==> config.mk <==
export PLATFORM = sky130hd
export DESIGN_NAME = ps2_scancode_to_text_decoder_core_flat
export DESIGN_NICKNAME = d
export VERILOG_FILES = /design/src/design/ps2d_pkg.sv /design/src/design/ps2d_if.sv /design/src/design/ps2d_decode.sv /design/src/design/ps2_scancode_to_text_decoder_core.sv /design/src/flat_wrapper.sv
export SDC_FILE = /design/constraint.sdc
export NUM_CORES = 1
export LEC_CHECK = 0
export ABC_AREA = 1
export BUFFER_PORTS_ARGS = -buffer_cell sky130_fd_sc_hd__buf_2
export CORE_ASPECT_RATIO = 1.1
export CORE_MARGIN = 4
export CORE_UTILIZATION = 50
export DETAILED_ROUTE_END_ITERATION = 8
export GPL_TIMING_DRIVEN = 1
export PLACE_DENSITY_LB_ADDON = 0.3
export SYNTH_ARGS = -nofsm -noshare
export SYNTH_HDL_FRONTEND = slang
export SYNTH_SLANG_ARGS = --single-unit
==> constraint.sdc <==
create_clock -name clock -period 4.1 [get_ports clock]
set_clock_uncertainty 0.1 [all_clocks]
set_input_delay 0.41 -clock clock [delete_from_list [all_inputs] [get_ports clock]]
set_output_delay 0.41 -clock clock [all_outputs]
set_load 0.01 [all_outputs]
==> src/design/ps2d_pkg.sv <==
`timescale 1ns / 1ps
// ----------------------------------------------------------------------------
// ps2d_pkg
// Shared types, codes and lookup tables of the scancode-to-text decoder.
// ----------------------------------------------------------------------------
package ps2d_pkg;

   localparam int unsigned SCAN_W  = 8;
   localparam int unsigned CHAR_W  = 7;
   localparam int unsigned CSET_W  = 2;
   localparam int unsigned PADDR_W = 3;
   localparam int unsigned PDATA_W = 32;

   // scancode set selection
   localparam logic [CSET_W-1:0] CSET_ONE = 2'd1;
   localparam logic [CSET_W-1:0] CSET_TWO = 2'd2;

   // register index of code_set
   localparam logic REG_CODE_SET = 1'b0;

   localparam logic [SCAN_W-1:0] PREFIX_RELEASE = 8'hF0;
   localparam logic [SCAN_W-1:0] KEY_LSHIFT     = 8'h2A;
   localparam logic [SCAN_W-1:0] KEY_RSHIFT     = 8'h36;
   localparam logic [SCAN_W-1:0] KEY_CTRL       = 8'h1D;
   localparam logic [SCAN_W-1:0] KEY_ALT        = 8'h38;
   localparam logic [SCAN_W-1:0] KEY_CAPS       = 8'h3A;

   typedef struct packed {
      logic release_pending;
      logic shift;
      logic ctrl;
      logic alt;
      logic caps;
   } mod_state_type;

   // set 2 to set 1 translation
   function automatic logic [SCAN_W-1:0] set2_lookup(input logic [6:0] idx);
      logic [SCAN_W-1:0] r;
      r = 8'h00;
      case (idx)
         7'h01: r = 8'h3B; 7'h03: r = 8'h3F; 7'h04: r = 8'h3D; 7'h05: r = 8'h3B;
         7'h06: r = 8'h3C; 7'h07: r = 8'h58; 7'h09: r = 8'h44; 7'h0A: r = 8'h42;
         7'h0B: r = 8'h40; 7'h0C: r = 8'h3E; 7'h0D: r = 8'h0F; 7'h0E: r = 8'h29;
         7'h11: r = 8'h38; 7'h12: r = 8'h2A; 7'h14: r = 8'h1D; 7'h15: r = 8'h10;
         7'h16: r = 8'h02; 7'h1A: r = 8'h2C; 7'h1B: r = 8'h1F; 7'h1C: r = 8'h1E;
         7'h1D: r = 8'h11; 7'h1E: r = 8'h03; 7'h21: r = 8'h2E; 7'h22: r = 8'h2D;
         7'h23: r = 8'h20; 7'h24: r = 8'h12; 7'h25: r = 8'h05; 7'h26: r = 8'h04;
         7'h29: r = 8'h39; 7'h2A: r = 8'h2F; 7'h2B: r = 8'h21; 7'h2C: r = 8'h14;
         7'h2D: r = 8'h13; 7'h2E: r = 8'h06; 7'h31: r = 8'h31; 7'h32: r = 8'h30;
         7'h33: r = 8'h23; 7'h34: r = 8'h22; 7'h35: r = 8'h15; 7'h36: r = 8'h07;
         7'h3A: r = 8'h32; 7'h3B: r = 8'h24; 7'h3C: r = 8'h16; 7'h3D: r = 8'h08;
         7'h3E: r = 8'h09; 7'h41: r = 8'h33; 7'h42: r = 8'h25; 7'h43: r = 8'h17;
         7'h44: r = 8'h18; 7'h45: r = 8'h0B; 7'h46: r = 8'h0A; 7'h49: r = 8'h34;
         7'h4A: r = 8'h35; 7'h4B: r = 8'h26; 7'h4C: r = 8'h27; 7'h4D: r = 8'h19;
         7'h4E: r = 8'h0C; 7'h52: r = 8'h28; 7'h54: r = 8'h1A; 7'h55: r = 8'h0D;
         7'h58: r = 8'h3A; 7'h59: r = 8'h36; 7'h5A: r = 8'h1C; 7'h5B: r = 8'h1B;
         7'h5D: r = 8'h2B; 7'h66: r = 8'h0E; 7'h69: r = 8'h4F; 7'h6B: r = 8'h4B;
         7'h6C: r = 8'h47; 7'h70: r = 8'h52; 7'h71: r = 8'h53; 7'h72: r = 8'h50;
         7'h73: r = 8'h4C; 7'h74: r = 8'h4E; 7'h75: r = 8'h48; 7'h76: r = 8'h01;
         7'h77: r = 8'h45; 7'h78: r = 8'h57; 7'h79: r = 8'h4E; 7'h7A: r = 8'h4D;
         7'h7B: r = 8'h4A; 7'h7C: r = 8'h37; 7'h7D: r = 8'h49; 7'h7E: r = 8'h46;
         default: r = 8'h00;
      endcase
      return r;
   endfunction

   // US layout, set 1 key code to character; upper selects the shifted column
   function automatic logic [CHAR_W-1:0] char_lookup(input logic [6:0] key,
                                                      input logic upper);
      logic [CHAR_W-1:0] lo;
      logic [CHAR_W-1:0] hi;
      lo = 7'h00;
      hi = 7'h00;
      case (key)
         7'h02: begin lo = 7'h31; hi = 7'h21; end
         7'h03: begin lo = 7'h32; hi = 7'h40; end
         7'h04: begin lo = 7'h33; hi = 7'h23; end
         7'h05: begin lo = 7'h34; hi = 7'h24; end
         7'h06: begin lo = 7'h35; hi = 7'h25; end
         7'h07: begin lo = 7'h36; hi = 7'h5E; end
         7'h08: begin lo = 7'h37; hi = 7'h26; end
         7'h09: begin lo = 7'h38; hi = 7'h2A; end
         7'h0A: begin lo = 7'h39; hi = 7'h28; end
         7'h0B: begin lo = 7'h30; hi = 7'h29; end
         7'h0C: begin lo = 7'h2D; hi = 7'h5F; end
         7'h0D: begin lo = 7'h3D; hi = 7'h2B; end
         7'h0E: begin lo = 7'h08; hi = 7'h08; end
         7'h0F: begin lo = 7'h09; hi = 7'h09; end
         7'h10: begin lo = 7'h71; hi = 7'h51; end
         7'h11: begin lo = 7'h77; hi = 7'h57; end
         7'h12: begin lo = 7'h65; hi = 7'h45; end
         7'h13: begin lo = 7'h72; hi = 7'h52; end
         7'h14: begin lo = 7'h74; hi = 7'h54; end
         7'h15: begin lo = 7'h79; hi = 7'h59; end
         7'h16: begin lo = 7'h75; hi = 7'h55; end
         7'h17: begin lo = 7'h69; hi = 7'h49; end
         7'h18: begin lo = 7'h6F; hi = 7'h4F; end
         7'h19: begin lo = 7'h70; hi = 7'h50; end
         7'h1A: begin lo = 7'h5B; hi = 7'h7B; end
         7'h1B: begin lo = 7'h5D; hi = 7'h7D; end
         7'h1C: begin lo = 7'h0A; hi = 7'h0A; end
         7'h1E: begin lo = 7'h61; hi = 7'h41; end
         7'h1F: begin lo = 7'h73; hi = 7'h53; end
         7'h20: begin lo = 7'h64; hi = 7'h44; end
         7'h21: begin lo = 7'h66; hi = 7'h46; end
         7'h22: begin lo = 7'h67; hi = 7'h47; end
         7'h23: begin lo = 7'h68; hi = 7'h48; end
         7'h24: begin lo = 7'h6A; hi = 7'h4A; end
         7'h25: begin lo = 7'h6B; hi = 7'h4B; end
         7'h26: begin lo = 7'h6C; hi = 7'h4C; end
         7'h27: begin lo = 7'h3B; hi = 7'h3A; end
         7'h28: begin lo = 7'h27; hi = 7'h22; end
         7'h29: begin lo = 7'h60; hi = 7'h7E; end
         7'h2B: begin lo = 7'h5C; hi = 7'h7C; end
         7'h2C: begin lo = 7'h7A; hi = 7'h5A; end
         7'h2D: begin lo = 7'h78; hi = 7'h58; end
         7'h2E: begin lo = 7'h63; hi = 7'h43; end
         7'h2F: begin lo = 7'h76; hi = 7'h56; end
         7'h30: begin lo = 7'h62; hi = 7'h42; end
         7'h31: begin lo = 7'h6E; hi = 7'h4E; end
         7'h32: begin lo = 7'h6D; hi = 7'h4D; end
         7'h33: begin lo = 7'h2C; hi = 7'h3C; end
         7'h34: begin lo = 7'h2E; hi = 7'h3E; end
         7'h35: begin lo = 7'h2F; hi = 7'h3F; end
         7'h39: begin lo = 7'h20; hi = 7'h20; end
         default: begin lo = 7'h00; hi = 7'h00; end
      endcase
      return upper ? hi : lo;
   endfunction

endpackage

==> src/design/ps2d_if.sv <==
`timescale 1ns / 1ps
// ----------------------------------------------------------------------------
// ps2d_req_if / ps2d_rsp_if
// Valid/ready channels carrying scancode words in and character words out.
// ----------------------------------------------------------------------------
interface ps2d_req_if;
   logic                          valid;
   logic                          ready;
   logic [ps2d_pkg::SCAN_W-1:0]   scan_byte;

   modport source (output valid, output scan_byte, input ready);
   modport sink   (input valid, input scan_byte, output ready);
endinterface

interface ps2d_rsp_if;
   logic                          valid;
   logic                          ready;
   logic [ps2d_pkg::CHAR_W-1:0]   char_byte;
   logic                          shift_down;
   logic                          ctrl_down;
   logic                          alt_down;
   logic                          caps_lock;

   modport source (output valid, output char_byte, output shift_down, output ctrl_down,
                   output alt_down, output caps_lock, input ready);
   modport sink   (input valid, input char_byte, input shift_down, input ctrl_down,
                   input alt_down, input caps_lock, output ready);
endinterface

==> src/design/ps2d_decode.sv <==
`timescale 1ns / 1ps
// ----------------------------------------------------------------------------
// ps2d_decode
// Single-pass decode of one scancode word: next modifier state and character.
// ----------------------------------------------------------------------------
module ps2d_decode (
   input  logic [ps2d_pkg::SCAN_W-1:0] scan_byte,
   input  logic [ps2d_pkg::CSET_W-1:0] code_set,
   input  ps2d_pkg::mod_state_type     cur_state,
   output ps2d_pkg::mod_state_type     nxt_state,
   output logic                        emit,
   output logic [ps2d_pkg::CHAR_W-1:0] char_byte
);

   logic [ps2d_pkg::SCAN_W-1:0] key;
   logic                        rel;
   logic                        swallow;
   logic [ps2d_pkg::CHAR_W-1:0] ch;

   always_comb begin
      nxt_state = cur_state;
      key       = scan_byte;
      rel       = 1'b0;
      swallow   = 1'b0;
      emit      = 1'b0;

      unique case (code_set)
         ps2d_pkg::CSET_TWO: begin
            if (scan_byte == ps2d_pkg::PREFIX_RELEASE) begin
               nxt_state.release_pending = 1'b1;
               swallow = 1'b1;
            end else if (cur_state.release_pending) begin
               // prefixed code: indexes of 0x80 and up read as no key
               rel = 1'b1;
               nxt_state.release_pending = 1'b0;
               key = scan_byte[7] ? '0 : ps2d_pkg::set2_lookup(scan_byte[6:0]);
            end else begin
               rel = scan_byte[7];
               key = ps2d_pkg::set2_lookup(scan_byte[6:0]);
            end
         end
         ps2d_pkg::CSET_ONE: begin
            rel = scan_byte[7];
            key = {1'b0, scan_byte[6:0]};
         end
         default: begin
            key = scan_byte;
         end
      endcase

      ch = ps2d_pkg::char_lookup(key[6:0], cur_state.shift ^ cur_state.caps);

      if (!swallow) begin
         if (key == ps2d_pkg::KEY_LSHIFT || key == ps2d_pkg::KEY_RSHIFT) begin
            nxt_state.shift = !rel;
         end else if (key == ps2d_pkg::KEY_CTRL) begin
            nxt_state.ctrl = !rel;
         end else if (key == ps2d_pkg::KEY_ALT) begin
            nxt_state.alt = !rel;
         end else if (key == ps2d_pkg::KEY_CAPS && !rel) begin
            nxt_state.caps = !cur_state.caps;
         end else if (!rel && !key[7] && ch != '0) begin
            emit = 1'b1;
         end
      end
   end

   assign char_byte = ch;

endmodule

==> src/design/ps2_scancode_to_text_decoder_core.sv <==
`timescale 1ns / 1ps
// ----------------------------------------------------------------------------
// ps2_scancode_to_text_decoder_core
// PS/2 keyboard scancode to ASCII text decoder with modifier tracking.
// ----------------------------------------------------------------------------
// Takes one keyboard scancode word per cycle on req when ready and returns at
// most one character word on rsp, carrying the ASCII code and the shift,
// ctrl, alt and caps-lock state after that scancode. code_set (byte address
// 0) picks the scancode set: 2 handles the 0xF0 release prefix and translates
// to set 1, 1 treats bit 7 as release, 0 and 3 pass the raw byte as the key
// code. rsp is registered; throughput is one word per cycle unless rsp stalls,
// set by the single result register, which reloads in the same cycle it is
// drained. Prefix and modifier words, releases and unmapped keys update
// state and produce no output word. Write code_set only while idle.
module ps2_scancode_to_text_decoder_core (
   input  logic                          clock,
   input  logic                          reset,
   ps2d_req_if.sink                      req,
   ps2d_rsp_if.source                    rsp,
   input  logic                          psel,
   input  logic                          penable,
   input  logic                          pwrite,
   input  logic [ps2d_pkg::PADDR_W-1:0]  paddr,
   input  logic [ps2d_pkg::PDATA_W-1:0]  pwdata,
   output logic [ps2d_pkg::PDATA_W-1:0]  prdata,
   output logic                          pready
);

   // configuration
   logic [ps2d_pkg::CSET_W-1:0] code_set_ff;
   logic [ps2d_pkg::CSET_W-1:0] code_set_in;

   // decoder state and result register
   ps2d_pkg::mod_state_type     state_ff;
   ps2d_pkg::mod_state_type     state_in;
   ps2d_pkg::mod_state_type     dec_state;
   logic                        dec_emit;
   logic [ps2d_pkg::CHAR_W-1:0] dec_char;

   logic                        rsp_valid_ff;
   logic                        rsp_valid_in;
   logic [ps2d_pkg::CHAR_W-1:0] char_ff;
   logic [ps2d_pkg::CHAR_W-1:0] char_in;
   ps2d_pkg::mod_state_type     flags_ff;
   ps2d_pkg::mod_state_type     flags_in;

   logic                        req_fire;
   logic                        csr_wr;
   logic                        reg_sel;

   // register index is the word address; bit 2 of the byte address
   assign reg_sel = paddr[2];
   assign csr_wr  = psel && penable && pwrite && (reg_sel == ps2d_pkg::REG_CODE_SET);
   assign pready  = 1'b1;

   always_comb begin
      prdata = '0;
      if (reg_sel == ps2d_pkg::REG_CODE_SET) begin
         prdata = {{(ps2d_pkg::PDATA_W - ps2d_pkg::CSET_W){1'b0}}, code_set_ff};
      end
   end

   assign code_set_in = csr_wr ? pwdata[ps2d_pkg::CSET_W-1:0] : code_set_ff;

   // accept whenever the result register is empty or drains this cycle
   assign req.ready = !rsp_valid_ff || rsp.ready;
   assign req_fire  = req.valid && req.ready;

   ps2d_decode u_decode (
      .scan_byte (req.scan_byte),
      .code_set  (code_set_ff),
      .cur_state (state_ff),
      .nxt_state (dec_state),
      .emit      (dec_emit),
      .char_byte (dec_char)
   );

   always_comb begin
      state_in     = state_ff;
      rsp_valid_in = rsp_valid_ff;
      char_in      = char_ff;
      flags_in     = flags_ff;
      // drop the word once taken
      if (rsp_valid_ff && rsp.ready) begin
         rsp_valid_in = 1'b0;
      end
      // advance state on every accepted word; load a result only when it maps
      if (req_fire) begin
         state_in = dec_state;
         if (dec_emit) begin
            rsp_valid_in = 1'b1;
            char_in      = dec_char;
            flags_in     = dec_state;
         end
      end
   end

   always_ff @(posedge clock) begin
      if (reset) begin
         code_set_ff  <= '0;
         state_ff     <= '0;
         rsp_valid_ff <= 1'b0;
      end else begin
         code_set_ff  <= code_set_in;
         state_ff     <= state_in;
         rsp_valid_ff <= rsp_valid_in;
      end
   end

   // payload holds without reset
   always_ff @(posedge clock) begin
      char_ff  <= char_in;
      flags_ff <= flags_in;
   end

   assign rsp.valid      = rsp_valid_ff;
   assign rsp.char_byte  = char_ff;
   assign rsp.shift_down = flags_ff.shift;
   assign rsp.ctrl_down  = flags_ff.ctrl;
   assign rsp.alt_down   = flags_ff.alt;
   assign rsp.caps_lock  = flags_ff.caps;

endmodule

==> src/flat_wrapper.sv <==
// flat-port wrapper written by rule: the top's interface ports become plain ports
module ps2_scancode_to_text_decoder_core_flat 
  (clock, reset, psel, penable, pwrite, paddr, pwdata, prdata, pready, req_valid, req_scan_byte, req_ready, rsp_valid, rsp_char_byte, rsp_shift_down, rsp_ctrl_down, rsp_alt_down, rsp_caps_lock, rsp_ready);
  ps2d_req_if req_i ();
  ps2d_rsp_if rsp_i ();
  input  logic clock;
  input  logic reset;
  input  logic psel;
  input  logic penable;
  input  logic pwrite;
  input  logic [ps2d_pkg::PADDR_W-1:0] paddr;
  input  logic [ps2d_pkg::PDATA_W-1:0] pwdata;
  output logic [ps2d_pkg::PDATA_W-1:0] prdata;
  output logic pready;
  input wire logic [$bits(req_i.valid)-1:0] req_valid;
  input wire logic [$bits(req_i.scan_byte)-1:0] req_scan_byte;
  output wire logic [$bits(req_i.ready)-1:0] req_ready;
  output wire logic [$bits(rsp_i.valid)-1:0] rsp_valid;
  output wire logic [$bits(rsp_i.char_byte)-1:0] rsp_char_byte;
  output wire logic [$bits(rsp_i.shift_down)-1:0] rsp_shift_down;
  output wire logic [$bits(rsp_i.ctrl_down)-1:0] rsp_ctrl_down;
  output wire logic [$bits(rsp_i.alt_down)-1:0] rsp_alt_down;
  output wire logic [$bits(rsp_i.caps_lock)-1:0] rsp_caps_lock;
  input wire logic [$bits(rsp_i.ready)-1:0] rsp_ready;
  assign req_i.valid = req_valid;
  assign req_i.scan_byte = req_scan_byte;
  assign req_ready = req_i.ready;
  assign rsp_valid = rsp_i.valid;
  assign rsp_char_byte = rsp_i.char_byte;
  assign rsp_shift_down = rsp_i.shift_down;
  assign rsp_ctrl_down = rsp_i.ctrl_down;
  assign rsp_alt_down = rsp_i.alt_down;
  assign rsp_caps_lock = rsp_i.caps_lock;
  assign rsp_i.ready = rsp_ready;
  ps2_scancode_to_text_decoder_core u_core (.clock(clock), .reset(reset), .req(req_i), .rsp(rsp_i), .psel(psel), .penable(penable), .pwrite(pwrite), .paddr(paddr), .pwdata(pwdata), .prdata(prdata), .pready(pready));
endmodule
==> out/metrics.cfg <==
[cells_and_area]
nNetsFinal = 797
num_antenna_cells = 0
final_core_util = 0.585
fillCellCount = 721
final_cells = 809
regArea_um2 = 490
syn_to_final_growth_pct = 13.1
design_area_mm2 = 0.00415
multi_input_area_mm2 = 0.00260
drive_above_1_share = 0.189

[timing]
hold_violations = 0
whs_ns = 0.321
period_minus_slack_ns = 3.76
max_freq_mhz = 266
min_period_over_period = 0.917
setup_viol = 0
fin_setup_tns_ns = 0
fin_ws_ns = 0.339
drv_slew = 0
rsz0062_at_grt = no

[floorplanning]
fp.coreArea_mm2 = 0.00709
dieArea_mm2 = 0.00878
die_h_um = 97.9
rows = 32
boundaryPins = 96
die_w_um = 89.7
start_util = 0.518

[route]
first_pass_iters = 5
initialDrtViolationCount = 265
via_per_inst = 5.44
num_vias = 4402
wl_um = 11400
ant_nets = 0
wl_per_cell_um = 14.1
drcViolationCount = 0

[power_and_ir_drop]
ir_drop_mv = 0.125
fin_total_pwr_mw = 0.883
power.leakage_nw = 2.33
power.density_mw_per_mm2 = 213

[yosys]
syn_avg_cell_area_um2 = 5.62
synth_ff_type = edfxtp_1
ys_seq_area_frac = 0.134
synth_edf_count = 11
synth_cell_type_count = 40
synth_seq_cells = 19
ys_warn_count = 0
synthArstFlopShare = 0
syn_area_mm2 = 0.00367
syn_inst = 653

[critical_path]
worstPathRequired_ns = 3.98
worstSetupStartpointType = input port
crit_buf_inv = 5
critPathArrivalTime_ns = 3.64
end_kind = register
setup.worst_path.class = input port to register
crit_fanout = 6
critPathMostFrequentCell = nand2_1
max_stage_delay_ns = 0.29
critPathTopFamily = simple AND/OR/NAND/NOR gates
slowest_stage = ha_1

[worst_hold_path]
min-delay-path-class = input port to register

[place]
place_inst = 804
hpwl_um = 9110
place_congestion = 1.01
place_ws_ns = 0.0392
placed_cell_area_mm2 = 0.00409
portBuffers = 32

[clock_network]
numCtsBuffers = 3
htreeDepth = 1
cts_tree = yes
root_buffer = clkbuf_8
clk_path_buf_depth = 2
cts_setup_buffers = 0
clock-sinks = 19
clk_pin_slew_ns = 0.07
clk_latency_ns = 0.26

[global_routing]
grt_max_degree = 23
grt_usage = 0.258
grt_first_pass_wirelength_um = 18600
grt_pass1_vias = 4072
gr-total-overflow = 0
antenna_found_initial = 0

[run_status]
status = finished, final reports clean

[run]
cap_viol_max_count = 0

-- cells in the mapped netlist (2+ instances only) --
cell / n / area, µm²
a211oi_1: 3 / 22.5
a21oi_1: 25 / 125
a21oi_2: 3 / 26.3
a31oi_1: 3 / 18.8
buf_2: 6 / 30.0
buf_4: 42 / 315
buf_6: 6 / 67.6
conb_1: 2 / 7.51
dfxtp_1: 8 / 160
edfxtp_1: 11 / 330
ha_1: 22 / 275
inv_1: 60 / 225
inv_2: 11 / 41.3
nand2_1: 235 / 882
nand2_2: 10 / 62.6
nand3_1: 74 / 370
nand3_2: 2 / 20.0
nand3b_1: 4 / 30.0
nand4_1: 7 / 43.8
nor2_1: 56 / 210
nor2_2: 5 / 31.3
nor3_1: 2 / 10.0
o211ai_1: 6 / 45.0
o21ai_0: 26 / 130
o21ai_1: 9 / 45.0
-- kinds of logic after synthesis --
logic type | synth area share
AOI/OAI and AO/OA | 0.128
buffers and inverters | 0.187
and+or+nand+nor | 0.469
adders and majority gates | 0.0750
xor gates and xnor gates | 0.00477
DFF | 0.134
other | 0.00205
-- routing by layer --
layer,track usage,wire (µm)
met1,0.320,4440
met2,0.436,5590
met5,0,0
met4,0.109,534
met3,0.0329,830
-- final timing paths --
path                                      start                         endpoint  slack [ns]  depth (start not counted)
max                            req_scan_byte[0]  u_core.rsp.shift_down$_DFFE_PP_        0.34                         25
min reg2reg         u_core.rsp.valid$_SDFF_PP0_      u_core.rsp.valid$_SDFF_PP0_        0.43                          2
min                                       reset      u_core.rsp.valid$_SDFF_PP0_        0.32                          2
max reg2reg  u_core.code_set_ff[0]$_SDFFE_PP0P_  u_core.rsp.shift_down$_DFFE_PP_        0.37                         21
-- registers in the layout, summed over array words and instances, names as in the netlist --
name and cells:
u_core.rsp.char_byte 7, u_core.state_ff 5, u_core.code_set_ff 2, u_core.rsp.alt_down 1
u_core.rsp.caps_lock 1, u_core.rsp.ctrl_down 1, u_core.rsp.shift_down 1, u_core.rsp.valid 1
-- area by class of cell --
cell class              count  share of cell area
clock buffers               3             0.00995
clock inverters             1             0.00121
inverters                  72              0.0660
multi-input cells         536               0.627
flip-flops and latches     19               0.118
well taps                  85              0.0256
repair buffers             92               0.150
repair inverters            1             0.00181
-- timing repair --
action                                 4_1_cts  5_1_grt
setup endpoints to repair                    0       10
resized for setup                            0        2
hold buffers                                 0        0
endpoints found under the hold margin        0        0
-- cell usage in the layout, fill, tap and decap left out, drive strengths merged, types with 2 or more instances in the layout --
master,instances
conb,31
dfxtp,8
nand2,246
nor3,3
a21oi,29
o211ai,6
a31oi,3
inv,70
buf,92
nand3b,4
nand3,77
nor2,62
clkbuf,3
edfxtp,11
nand4,7
or2,2
ha,22
clkinvlp,2
clkinv,2
o21ai,35
a211oi,3
-- report_power, final --
| group | leakage, nW | internal, mW | switching, mW |
|---|---|---|---|
| Clock | 0.0255 | 0.0676 | 0.0621 |
| Combinational | 2.13 | 0.192 | 0.332 |
| Sequential | 0.171 | 0.224 | 0.00555 |
No activity file was read; power rests on OpenSTA's default activity.
